==> config.mk <==
export PLATFORM = sky130hd
export DESIGN_NAME = fpa_arith
export DESIGN_NICKNAME = d
export VERILOG_FILES = /design/src/hw/rtl/fpa_pkg.sv /design/src/hw/rtl/fpa_arith.sv
export SDC_FILE = /design/constraint.sdc
export NUM_CORES = 2
export LEC_CHECK = 0
export ABC_AREA = 1
export BUFFER_PORTS_ARGS = -buffer_cell sky130_fd_sc_hd__buf_2
export CELL_PAD_IN_SITES_DETAIL_PLACEMENT = 1
export CELL_PAD_IN_SITES_GLOBAL_PLACEMENT = 2
export CORE_MARGIN = 2
export CORE_UTILIZATION = 44
export DETAILED_ROUTE_END_ITERATION = 8
export PLACE_DENSITY_LB_ADDON = 0.25
export SLEW_MARGIN = 20
export SYNTH_ARGS = -nofsm -noshare
export SYNTH_HDL_FRONTEND = slang
export SYNTH_SLANG_ARGS = --single-unit
export TNS_END_PERCENT = 5
==> constraint.sdc <==
create_clock -name clk -period 16.35 [get_ports clk]
set_input_delay 3.27 -clock clk [delete_from_list [all_inputs] [get_ports clk]]
set_output_delay 3.27 -clock clk [all_outputs]
set_load 0.05 [all_outputs]
==> src/hw/rtl/fpa_pkg.sv <==
// ---------------------------------------------------------------------------
// fpa_pkg
// Shared constants, command and status codes and types of the Q24.8 ALU.
// ---------------------------------------------------------------------------
`default_nettype none

package fpa_pkg;

	localparam int FRAC_BITS = 8;
	localparam int WORD_W    = 32;
	localparam int INT_W     = 24;
	localparam int CMD_W     = 5;

	// divider: two quotient bits per stage over the padded dividend
	localparam int DIV_STAGES = (WORD_W + FRAC_BITS + 1) / 2;
	localparam int DVD_W      = 2 * DIV_STAGES;
	localparam int SIDE_LAT   = 3;
	localparam int SIDE_DLY   = DIV_STAGES - SIDE_LAT;
	localparam int PIPE_DEPTH = DIV_STAGES + 2;

	localparam logic [CMD_W-1:0] CMD_ADD        = 5'd0;
	localparam logic [CMD_W-1:0] CMD_SUB        = 5'd1;
	localparam logic [CMD_W-1:0] CMD_MUL        = 5'd2;
	localparam logic [CMD_W-1:0] CMD_DIV        = 5'd3;
	localparam logic [CMD_W-1:0] CMD_LT         = 5'd4;
	localparam logic [CMD_W-1:0] CMD_LE         = 5'd5;
	localparam logic [CMD_W-1:0] CMD_GT         = 5'd6;
	localparam logic [CMD_W-1:0] CMD_GE         = 5'd7;
	localparam logic [CMD_W-1:0] CMD_EQ         = 5'd8;
	localparam logic [CMD_W-1:0] CMD_MIN        = 5'd9;
	localparam logic [CMD_W-1:0] CMD_MAX        = 5'd10;
	localparam logic [CMD_W-1:0] CMD_FROM_INT   = 5'd11;
	localparam logic [CMD_W-1:0] CMD_TO_INT     = 5'd12;
	localparam logic [CMD_W-1:0] CMD_FROM_FLOAT = 5'd13;
	localparam logic [CMD_W-1:0] CMD_TO_FLOAT   = 5'd14;
	localparam logic [CMD_W-1:0] CMD_INC        = 5'd15;
	localparam logic [CMD_W-1:0] CMD_DEC        = 5'd16;

	localparam logic [1:0] ST_OK    = 2'd0;
	localparam logic [1:0] ST_OVF   = 2'd1;
	localparam logic [1:0] ST_DIV0  = 2'd2;
	localparam logic [1:0] ST_INVAL = 2'd3;

	typedef struct packed {
		logic signed [WORD_W-1:0] result_raw;
		logic                     compare_true;
		logic signed [INT_W-1:0]  int_result;
		logic [WORD_W-1:0]        float_result_bits;
		logic [1:0]               status;
	} res_t;

	typedef struct packed {
		logic is_div;
		logic neg;
		logic zero;
	} div_tag_t;

endpackage

`default_nettype wire

==> src/hw/rtl/fpa_arith.sv <==
// ---------------------------------------------------------------------------
// fpa_arith
// Add/sub/inc/dec, compares, min/max, integer conversions and multiply.
// Three register stages.
// ---------------------------------------------------------------------------
`default_nettype none

module fpa_arith (
	input  wire logic               clk,
	input  wire logic               en,
	input  wire logic [4:0]         cmd,
	input  wire logic signed [31:0] a,
	input  wire logic signed [31:0] b,
	input  wire logic [31:0]        scalar,
	output fpa_pkg::res_t           res
);

	localparam int FB = fpa_pkg::FRAC_BITS;
	localparam int IW = fpa_pkg::INT_W;

	fpa_pkg::res_t      fast, mul_res;
	fpa_pkg::res_t      fast_s2, res_s3, res_s4;
	logic signed [63:0] prod_s2;
	logic               mul_s2;

	always_comb begin
		logic signed [32:0] ax, yx, sum;
		logic signed [31:0] fl;
		logic               sub;
		ax  = {a[31], a};
		sub = (cmd == fpa_pkg::CMD_SUB) || (cmd == fpa_pkg::CMD_DEC);
		if ((cmd == fpa_pkg::CMD_INC) || (cmd == fpa_pkg::CMD_DEC))
			yx = 33'sd1;
		else
			yx = {b[31], b};
		sum  = sub ? (ax - yx) : (ax + yx);
		fl   = a >>> FB;
		fast = '0;
		case (cmd)
			fpa_pkg::CMD_ADD, fpa_pkg::CMD_SUB, fpa_pkg::CMD_INC, fpa_pkg::CMD_DEC: begin
				fast.result_raw = sum[31:0];
				fast.status     = (sum[32] != sum[31]) ? fpa_pkg::ST_OVF : fpa_pkg::ST_OK;
			end
			fpa_pkg::CMD_LT: fast.compare_true = (a < b);
			fpa_pkg::CMD_LE: fast.compare_true = (a <= b);
			fpa_pkg::CMD_GT: fast.compare_true = (a > b);
			fpa_pkg::CMD_GE: fast.compare_true = (a >= b);
			fpa_pkg::CMD_EQ: fast.compare_true = (a == b);
			fpa_pkg::CMD_MIN: fast.result_raw = (a < b) ? a : b;
			fpa_pkg::CMD_MAX: fast.result_raw = (a > b) ? a : b;
			fpa_pkg::CMD_FROM_INT: begin
				fast.result_raw = scalar << FB;
				if ((scalar[31:31-FB] != '0) && (scalar[31:31-FB] != '1))
					fast.status = fpa_pkg::ST_OVF;
			end
			fpa_pkg::CMD_TO_INT: begin
				fast.int_result = fl[IW-1:0];
				if ((fl[31:IW-1] != '0) && (fl[31:IW-1] != '1))
					fast.status = fpa_pkg::ST_OVF;
			end
			default: fast = '0;
		endcase
	end

	// multiply result: arithmetic shift gives floor
	always_comb begin
		logic signed [63:0] pr;
		pr                 = prod_s2 >>> FB;
		mul_res            = '0;
		mul_res.result_raw = pr[31:0];
		if ((pr[63:31] != '0) && (pr[63:31] != '1))
			mul_res.status = fpa_pkg::ST_OVF;
	end

	always_ff @(posedge clk) begin
		if (en) begin
			fast_s2 <= fast;
			prod_s2 <= a * b;
			mul_s2  <= (cmd == fpa_pkg::CMD_MUL);
			res_s3  <= mul_s2 ? mul_res : fast_s2;
			res_s4  <= res_s3;
		end
	end

	assign res = res_s4;

endmodule

`default_nettype wire

==> metrics <==
GRT Total Usage=between 20 and 30%; pin count of the biggest net entering global routing=approximately 100; Post-synth EDFFs=around 230; Final HPWL DP=139 mm; ys flop type=edfxtp_1; detailed-route wire length per cell=roughly 23 microns; startpoint types=input pin; Congestion Overflow GR=0; asr flop ratio synth=0%; initial antenna violation count=4; post-synthesis cell type count=a little over 50; Vias per Instance=between 5 and 6; clock sink total=around 230; DRC Markers=0; Worst slew margin=roughly 25%; Max Cap Viol=0; Vias=about 40000; status=completed; Synth Register Bits=between 200 and 250; crit path max fanout=36; cts hold-fix bufs=0; first-pass GRT wire length=between 200 and 300 mm; CTS tree=done; vias in the first global route=45300; IO Count=about 190; Clock Skews=0.0278 ns; Final Hold Viols=0; Mapped Cells=about 6200; Mapped Avg Cell Area=roughly 8.3 sq um; starting density of the core=between 40 and 50%; endpoints failing setup=0; sum of negative setup slack=0 ns; synth warn=0; Pre-antenna DRT Iters=5; register area=between 0.006 and 0.007 sq mm; RSZ-0062 raised after global routing=no; kind of critical path=in2reg; Crit path required time=16.68 ns; Hold WC Path Type=reg2reg; die area=about 0.12 sq mm; core box area=0.116 sq mm; diode count=0; die width=around 350 microns; area grow syn2layout=5.62%; port bufs=160; # fillers=~14000; row cnt=125; initial DRC count=2272; sequential-to-total area share from yosys stat=around 13%; PostCTS Resize Cnt=0; Clk Latency, worst-skew pair=0.57 ns; post-CTS setup buffer count=0; layout cell share with drive strength beyond 1=between 5 and 6%; CTS buffer count=26; Longest Clk Path Bufs=3; final slew viol count=0; clock root cell=clkbuf_16; Final GP Congestion=about 0.95; Routed Wire Length=roughly 170 mm; Final Cycle Share=roughly two thirds; cell area after synthesis=just over 0.05 sq mm; Die Span Y=347 microns; CTS clock-pin slew for the worst setup and hold paths=~0.06 ns; Nets=7670; H-tree depth=1; Antenna Violating Nets Remaining=0; multi-input logic area=approximately 0.037 sq mm; minimum clock period=~11 ns; Critical Path AT=~11 ns; Worst-Margin Slew=between 1 and 1.5 ns; CP endpoint kind=register; FMAX=about 91 MHz
[final timing paths]
| path | startpoint | to | slack [ns] | depth (start not counted) |
|---|---|---|---|---|
| worst max-delay path | a[31] | prod_s2[56]$_DFFE_PP_ | 5.32 | 26 |
| worst min-delay path | res_s3[75]$_DFFE_PP_ | res[75]$_DFFE_PP_ | 0.42 | 0 |
| worst max register to register | prod_s2[48]$_DFFE_PP_ | res_s3[0]$_DFFE_PP_ | 14.46 | 5 |
| worst min register to register | res_s3[75]$_DFFE_PP_ | res[75]$_DFFE_PP_ | 0.42 | 0 |
[logic make-up (layout without fill, tap and decap cells)]
family | after synthesis | in the layout | synth area share, %
fa+ha+maj | 1358 | 1358 | 48.6
compound gates | 342 | 342 | 3.79
other cells | 1 | 33 | 0.00725
buf+inv | 2092 | 2060 | 15.6
flops | 231 | 231 | 13.4
xor+xnor | 92 | 92 | 1.56
simple gates | 2077 | 2077 | 16.4
mux | 33 | 33 | 0.719
[critical path, stage by stage]
cell	delay, ns
buf_2	0.07
buf_4	0.47
nand2_1	0.25
inv_1	0.15
fa_1	0.41
inv_1	0.28
fa_1	0.47
inv_1	0.23
fa_1	0.50
fa_1	0.84
inv_1	0.41
fa_1	0.60
inv_1	0.06
fa_1	0.53
inv_1	0.05
fa_1	0.47
inv_1	0.05
fa_1	0.46
ha_1	0.44
nand2_1	0.12
nor2_1	0.24
inv_1	0.11
nor4_1	0.44
nand3_1	0.20
nand3_1	0.10
nand2_1	0.05
[cell usage after synthesis (all sizes together), types with 3 or more instances]
cell type | n | area [sq um]
mux2 | 33 | 372
xnor2 | 27 | 236
and3 | 4 | 25.0
edfxtp | 231 | 6940
nor4 | 17 | 106
nand3 | 213 | 1080
o21a | 16 | 120
clkbuf | 236 | 886
a31oi | 20 | 125
a21o | 10 | 75.1
buf | 69 | 449
nand4 | 57 | 363
fa | 1082 | 21700
o21ai | 98 | 498
clkinv | 3 | 13.8
nor3 | 27 | 140
nand2 | 1439 | 5430
or2 | 10 | 62.6
a211oi | 4 | 30.0
o211ai | 30 | 225
o21bai | 11 | 82.6
ha | 276 | 3450
nand3b | 9 | 67.6
a21oi | 140 | 701
inv | 1784 | 6700
xor2 | 65 | 569
nor2 | 300 | 1190
a21boi | 6 | 45.0
[final cells by class]
| cell class | count | area share (%) |
|---|---|---|
| tap | 1524 | 3.49 |
| clock inverter | 18 | 0.387 |
| sequential | 231 | 12.7 |
| inverter | 1787 | 12.3 |
| timing repair buffer | 228 | 2.44 |
| clock buffer | 27 | 1.20 |
| multi-input combinational | 3935 | 67.5 |
[stage by stage]
step | setup slack, ns | hold slack [ns] | cell area (sq um) | std cells | util, %
finish | 5.32 | 0.419 | 54600 | 7750 | 46.9
global placement | 4.82 | 0.401 | 53700 | 7704 | 46.2
detailed placement | 4.67 | 0.405 | 53700 | 7704 | 46.2
global route | 4.80 | 0.426 | 54600 | 7750 | 46.9
CTS | 5.26 | 0.420 | 54600 | 7749 | 46.9
floorplan | 5.96 | 0.400 | 51800 | 6258 | -
[per-layer routing]
| metal | up-vias | routed length (microns) | global-route usage (%) |
|---|---|---|---|
| met5 | - | 0 | 0 |
| met4 | 0 | 4040 | 5.73 |
| met3 | 209 | 5990 | 1.88 |
| met2 | 811 | 88000 | 53.2 |
| met1 | 21200 | 76500 | 40.3 |
| li1 | 17900 | - | - |
[state kept, by name, summed over array words and instances (netlist names)]
signal / flops
mul_s2: 1
prod_s2: 56
res: 58
res_s3: 58
fast_s2: 58
[cell usage in the layout (no fill, tap or decap), types with 26 or more instances in the layout]
cell type and n:
nor2_1 285, edfxtp_1 231, ha_1 276, nor3_1 26, xnor2_1 27, xor2_1 65, clkbuf_16 26, nand2_1 1433
mux2_2 33, nand4_1 56, inv_1 1778, nand3_1 211, conb_1 33, buf_2 159, buf_4 67, o211ai_1 30
a21oi_1 140, fa_1 1082, o21ai_0 94
Power is not shown: default switching activity piles up to over one toggle a cycle in this logic, so the estimate is an artifact.
