File: src/hw/rtl/fpa_pkg.sv
// ---------------------------------------------------------------------------
// fpa_pkg
// Shared constants, command and status codes and types of the Q24.8 ALU.
// ---------------------------------------------------------------------------
`default_nettype none

package fpa_pkg;

	localparam int FRAC_BITS = 8;
	localparam int WORD_W    = 32;
	localparam int INT_W     = 24;
	localparam int CMD_W     = 5;

	// divider: two quotient bits per stage over the padded dividend
	localparam int DIV_STAGES = (WORD_W + FRAC_BITS + 1) / 2;
	localparam int DVD_W      = 2 * DIV_STAGES;
	localparam int SIDE_LAT   = 3;
	localparam int SIDE_DLY   = DIV_STAGES - SIDE_LAT;
	localparam int PIPE_DEPTH = DIV_STAGES + 2;

	localparam logic [CMD_W-1:0] CMD_ADD        = 5'd0;
	localparam logic [CMD_W-1:0] CMD_SUB        = 5'd1;
	localparam logic [CMD_W-1:0] CMD_MUL        = 5'd2;
	localparam logic [CMD_W-1:0] CMD_DIV        = 5'd3;
	localparam logic [CMD_W-1:0] CMD_LT         = 5'd4;
	localparam logic [CMD_W-1:0] CMD_LE         = 5'd5;
	localparam logic [CMD_W-1:0] CMD_GT         = 5'd6;
	localparam logic [CMD_W-1:0] CMD_GE         = 5'd7;
	localparam logic [CMD_W-1:0] CMD_EQ         = 5'd8;
	localparam logic [CMD_W-1:0] CMD_MIN        = 5'd9;
	localparam logic [CMD_W-1:0] CMD_MAX        = 5'd10;
	localparam logic [CMD_W-1:0] CMD_FROM_INT   = 5'd11;
	localparam logic [CMD_W-1:0] CMD_TO_INT     = 5'd12;
	localparam logic [CMD_W-1:0] CMD_FROM_FLOAT = 5'd13;
	localparam logic [CMD_W-1:0] CMD_TO_FLOAT   = 5'd14;
	localparam logic [CMD_W-1:0] CMD_INC        = 5'd15;
	localparam logic [CMD_W-1:0] CMD_DEC        = 5'd16;

	localparam logic [1:0] ST_OK    = 2'd0;
	localparam logic [1:0] ST_OVF   = 2'd1;
	localparam logic [1:0] ST_DIV0  = 2'd2;
	localparam logic [1:0] ST_INVAL = 2'd3;

	typedef struct packed {
		logic signed [WORD_W-1:0] result_raw;
		logic                     compare_true;
		logic signed [INT_W-1:0]  int_result;
		logic [WORD_W-1:0]        float_result_bits;
		logic [1:0]               status;
	} res_t;

	typedef struct packed {
		logic is_div;
		logic neg;
		logic zero;
	} div_tag_t;

endpackage

`default_nettype wire

File: src/hw/rtl/fpa_cvt.sv
// ---------------------------------------------------------------------------
// fpa_cvt
// IEEE single to fixed and fixed to IEEE single. Three register stages:
// decode, shift/encode, round/saturate.
// ---------------------------------------------------------------------------
`default_nettype none

module fpa_cvt (
	input  wire logic               clk,
	input  wire logic               en,
	input  wire logic [4:0]         cmd,
	input  wire logic signed [31:0] a,
	input  wire logic [31:0]        scalar,
	output fpa_pkg::res_t           res
);

	localparam int FB = fpa_pkg::FRAC_BITS;
	localparam logic signed [9:0] SH_OFS = 10'(FB - 150);
	localparam logic [7:0] EXP_OFS = 8'(127 - FB);

	// stage 2
	logic [4:0]         cmd_s2;
	logic               fneg_s2, fnan_s2, finf_s2;
	logic [23:0]        fmag_s2;
	logic signed [9:0]  fsh_s2;
	logic               xneg_s2;
	logic [31:0]        xmag_s2;
	// stage 3
	logic [4:0]         cmd_s3;
	logic               fneg_s3, fnan_s3, fsat_s3;
	logic [54:0]        fq_s3;
	logic               xneg_s3, xzero_s3;
	logic [31:0]        xmag_s3;
	logic [4:0]         xp_s3;
	// stage 4
	fpa_pkg::res_t      res_s4;

	logic [7:0]        e_eff;
	logic signed [9:0] sh_s1;
	logic [54:0]       fq;
	logic              fsat;
	logic [4:0]        xp;
	fpa_pkg::res_t     res_nx;

	assign e_eff = (scalar[30:23] == 8'd0) ? 8'd1 : scalar[30:23];
	assign sh_s1 = $signed({2'b00, e_eff}) + SH_OFS;

	// float to fixed: shift left or round half away from zero
	always_comb begin
		logic [9:0]  r;
		logic [48:0] t;
		r    = 10'(-fsh_s2);
		t    = {fmag_s2, 25'd0} >> r[4:0];
		fsat = finf_s2 || (fsh_s2 > 10'sd31);
		if (fsh_s2 >= 10'sd0)
			fq = {31'd0, fmag_s2} << fsh_s2[4:0];
		else if (r > 10'd25)
			fq = '0;
		else
			fq = 55'(t[48:25]) + 55'(t[24]);
	end

	// leading one of the fixed magnitude
	always_comb begin
		xp = '0;
		for (int i = 0; i < 32; i++) begin
			if (xmag_s2[i])
				xp = 5'(i);
		end
	end

	always_comb begin
		logic [31:0] norm;
		logic        rinc, carry;
		logic [24:0] mant;
		logic [7:0]  ex;
		logic [31:0] qlo;
		norm  = xmag_s3 << (5'd31 - xp_s3);
		rinc  = norm[7] && ((|norm[6:0]) || norm[8]);
		mant  = {1'b0, norm[31:8]} + 25'(rinc);
		carry = mant[24];
		ex    = 8'(xp_s3) + EXP_OFS + 8'(carry);
		qlo   = fq_s3[31:0];
		res_nx = '0;
		case (cmd_s3)
			fpa_pkg::CMD_FROM_FLOAT: begin
				if (fnan_s3) begin
					res_nx.status = fpa_pkg::ST_INVAL;
				end else if (fsat_s3 || (fq_s3 > (fneg_s3 ? 55'h80000000 : 55'h7FFFFFFF))) begin
					res_nx.status     = fpa_pkg::ST_OVF;
					res_nx.result_raw = fneg_s3 ? 32'sh80000000 : 32'sh7FFFFFFF;
				end else begin
					res_nx.result_raw = fneg_s3 ? -qlo : qlo;
				end
			end
			fpa_pkg::CMD_TO_FLOAT: begin
				if (!xzero_s3)
					res_nx.float_result_bits = {xneg_s3, ex,
						carry ? 23'd0 : mant[22:0]};
			end
			default: res_nx = '0;
		endcase
	end

	always_ff @(posedge clk) begin
		if (en) begin
			cmd_s2  <= cmd;
			fneg_s2 <= scalar[31];
			fnan_s2 <= (scalar[30:23] == 8'hFF) && (scalar[22:0] != '0);
			finf_s2 <= (scalar[30:23] == 8'hFF) && (scalar[22:0] == '0);
			fmag_s2 <= {(scalar[30:23] != 8'd0), scalar[22:0]};
			fsh_s2  <= sh_s1;
			xneg_s2 <= a[31];
			xmag_s2 <= a[31] ? 32'(-a) : 32'(a);

			cmd_s3   <= cmd_s2;
			fneg_s3  <= fneg_s2;
			fnan_s3  <= fnan_s2;
			fsat_s3  <= fsat;
			fq_s3    <= fq;
			xneg_s3  <= xneg_s2;
			xzero_s3 <= (xmag_s2 == '0);
			xmag_s3  <= xmag_s2;
			xp_s3    <= xp;

			res_s4 <= res_nx;
		end
	end

	assign res = res_s4;

endmodule

`default_nettype wire

File: config.mk
export PLATFORM = sky130hd
export DESIGN_NAME = fpa_cvt
export DESIGN_NICKNAME = d
export VERILOG_FILES = /design/src/hw/rtl/fpa_pkg.sv /design/src/hw/rtl/fpa_cvt.sv
export SDC_FILE = /design/constraint.sdc
export NUM_CORES = 1
export LEC_CHECK = 0
export BUFFER_PORTS_ARGS = -buffer_cell sky130_fd_sc_hd__buf_2
export CORE_MARGIN = 2
export CORE_UTILIZATION = 55
export CTS_BUF_LIST = sky130_fd_sc_hd__clkbuf_8
export CTS_CLUSTER_SIZE = 12
export DETAILED_ROUTE_END_ITERATION = 6
export PLACE_DENSITY = 0.75
export SLEW_MARGIN = 20
export SYNTH_ARGS = -nofsm -noshare
export SYNTH_HDL_FRONTEND = slang
export SYNTH_SLANG_ARGS = --single-unit
File: constraint.sdc
create_clock -name clk -period 11.2 [get_ports clk]
set_input_delay 1.12 -clock clk [delete_from_list [all_inputs] [get_ports clk]]
set_output_delay 1.12 -clock clk [all_outputs]
set_load 0.02 [all_outputs]
==> flow_summary.toml <==
[run_status]
status = "finished, final reports clean"

[floorplanning]
die_w_um = 178
io-pin-count = 162
die_h_um = 178
coreArea_mm2 = 0.0298
initial_utilization_pct = 56.1
die-area_mm2 = 0.0318
rows = 63

[synth]
syn_inst = 1552
synth.avg_cell_area_um2 = 10.8
synth_edf_count = 243
synth.mux.area_fraction_pct = 15.0
synthArstFlopShare_pct = 0
synth_xor_area_share_pct = 4.23
synth.cell_area_mm2 = 0.0167
synth-simple-area-share_pct = 17.4
ys_ff_latch = 243
ys.flop_type = "edfxtp_1"
synth-compound-area-share_pct = 12.0
synth_top_family_by_area = "simple AND/OR/NAND/NOR gates"
synth-adder-area-share_pct = 3.15
synth_warnings = 0
synthDistinctLibCells = 90
seq_area_frac_synth_pct = 43.7

[cells_and_area]
fin_nets = 1764
antennaDiodeCount = 0
nFillCells = 2447
multi_input_area_mm2 = 0.00879
layout_commonest_cell = "edfxtp_1"
final_cell_mix = "243 x edfxtp_1, 153 x nor2_1, 140 x nand2_1"
postLayoutCellArea_mm2 = 0.0183
regArea_mm2 = 0.00730
stdcell_count = 2073
areaGrowthSynthToFinish_pct = 9.52
final_layout_size_suffix_gt1_share_pct = 20.4

[worst_setup_path]
cp.required_ns = 11.48
crit_fanout = 58
crit_type = "flip-flop to flip-flop"
cp.arrival_ns = 5.76
setup.worst_path.start_class = "flip-flop"
path_cells = "buf_4 > inv_1 > ha_1 > mux2i_1 > mux4_2 > mux2i_1 > nand3_2 > nor4b_4 > nand4bb_2 > or4_1 > xor2_1 > o32ai_2"
cp_slowest_cell = "ha_1"
path_delay_family = "simple AND/OR/NAND/NOR gates"
crit_path_frequent_cell = "mux2i_1"
crit_buf_inv = 2
crit_path_end_kind = "flip-flop"
worst_path_largest_cell_delay_ns = 1.15

[clock_tree]
cts-resized-gates = 0
clk-insertion-delay-late_ns = 0.57
clockRootBuffer = "clkbuf_8"
path_clk_slew_ns = 0.06
cts_hold_buf = 0
clock_path_buffers = 3
clock-sinks = 243
h-tree-depth = 2
numCtsBuffers = 42
tritoncts = "yes"
post_cts_buffers = 0

[placement]
dp_cells = 1997
globalplace.congestion = 0.959
place_area_mm2 = 0.0175
dp_hpwl_mm = 29.2
portBuffers = 136

[route]
drt_wl_total_mm = 39.5
first_pass_iters = 5
final_antenna_net_count = 0
drc = 0
via_per_inst = 6.23
drt_iter0_drc = 1445
vias = 12900
wire_per_inst_um = 19.0

[timing]
fin_crit_ns = 5.48
fin_skew_ns = 0.0324
holdWs_ns = 0.417
slew_headroom_pct = 27.1
hold_viol_final = 0
drv_slew = 0
fin_tns_setup_ns = 0
grt_setup_unrepaired = "no"
finalCritPeriodShare_pct = 48.9
setup_viol = 0
worst_slew_pin_slew_ns = 1.09
max_freq_ghz = 0.182

[global_routing]
globalRouteOverflowTotal = 0
grt_pass1_vias = 11900
grt_max_degree = 112
grt_pass1_wl_mm = 63.1
grt_usage_pct = 25.0
antenna_found_initial = 0

[power_and_ir_drop]
p_leak_nw = 6.76
max-vdd-ir-drop_uv = 88.5
power_mw = 2.56
pwr_density_cell_mw_per_mm2 = 140

[min_path]
hold_path_class = "flip-flop to flip-flop"

[flow_run]
cap_violations = 0
[final cells by class]
type                    count  area share (%)
clock buffers              42            3.16
clock inverters            34            1.20
inverters                  30           0.615
multi-input cells        1182            48.0
flip-flops and latches    243            39.9
well taps                 390            2.67
repair buffers            152            4.43
[worst reg2reg max path: stages, from the launching register on]
cell	delay (ns)
edfxtp_1	0.31
buf_4	0.62
inv_1	0.43
ha_1	1.15
mux2i_1	0.23
mux4_2	0.57
mux2i_1	0.27
nand3_2	0.17
nor4b_4	0.48
nand4bb_2	0.24
or4_1	0.48
xor2_1	0.18
o32ai_2	0.10
[per-stage QoR]
step	utilization, %	setup WS, ns
after floorplan	-	6.59
after global placement	58.7	5.88
after detailed placement	58.7	5.73
after CTS	61.4	5.75
after global routing	61.4	5.31
final	61.4	5.72
[synthesized netlist by cell type, drive strengths merged, types with 15 or more instances]
master	instances	area, µm²
ha	42	526
nand3	52	265
o21ai	46	230
a31oi	56	350
mux2i	54	541
buf	64	409
nor2	153	574
and3	18	113
mux4	71	1600
nand2	141	529
clkbuf	57	216
xnor2	61	534
edfxtp	243	7300
mux2	33	372
a211oi	20	150
nand4	23	144
nor3	41	216
nor4	25	178
inv	29	109
xor2	18	173
a21o	15	113
nor2b	33	206
o22ai	24	150
a21oi	64	320
[registers in the layout (all words and copies together), names as in the netlist, 5 cells and up]
register and cells:
fsh_s2 10, fmag_s2 24, cmd_s2 5, fq_s3 55, xmag_s2 32, cmd_s3 5
xp_s3 5, res 66, xmag_s3 32
[power by group]
part           internal, mW  leakage (nW)  switching, mW
registers              1.08          2.44         0.0699
clock network         0.404         0.449          0.361
logic                 0.266          3.88          0.380
total                  1.75          6.76          0.810
[routing by layer]
metal | routed length (µm) | up-vias | track usage (%)
li1 | - | 6150 | -
met4 | 1010 | 0 | 7.93
met5 | 0 | - | 0
met1 | 18300 | 6198 | 37.7
met2 | 17600 | 497 | 37.8
met3 | 2570 | 74 | 3.18
[cells by family after synthesis]
kind of cell    Yosys count
simple gates            572
compound gates          306
flops                   243
mux                     158
buf+inv                 151
xor+xnor                 79
fa+ha+maj                42
other cells               1
[path summary, 6_finish.rpt]
check	slack [ns]	end	start	depth (start not counted)
worst min-delay path	0.42	cmd_s3[0]	cmd_s2[0]	0
worst max-delay path	5.72	fq_s3[18]	fsh_s2[0]	12
worst max register to register	5.72	fq_s3[18]	fsh_s2[0]	12
worst min register to register	0.42	cmd_s3[0]	cmd_s2[0]	0
No activity file was read; power rests on OpenSTA's default activity.
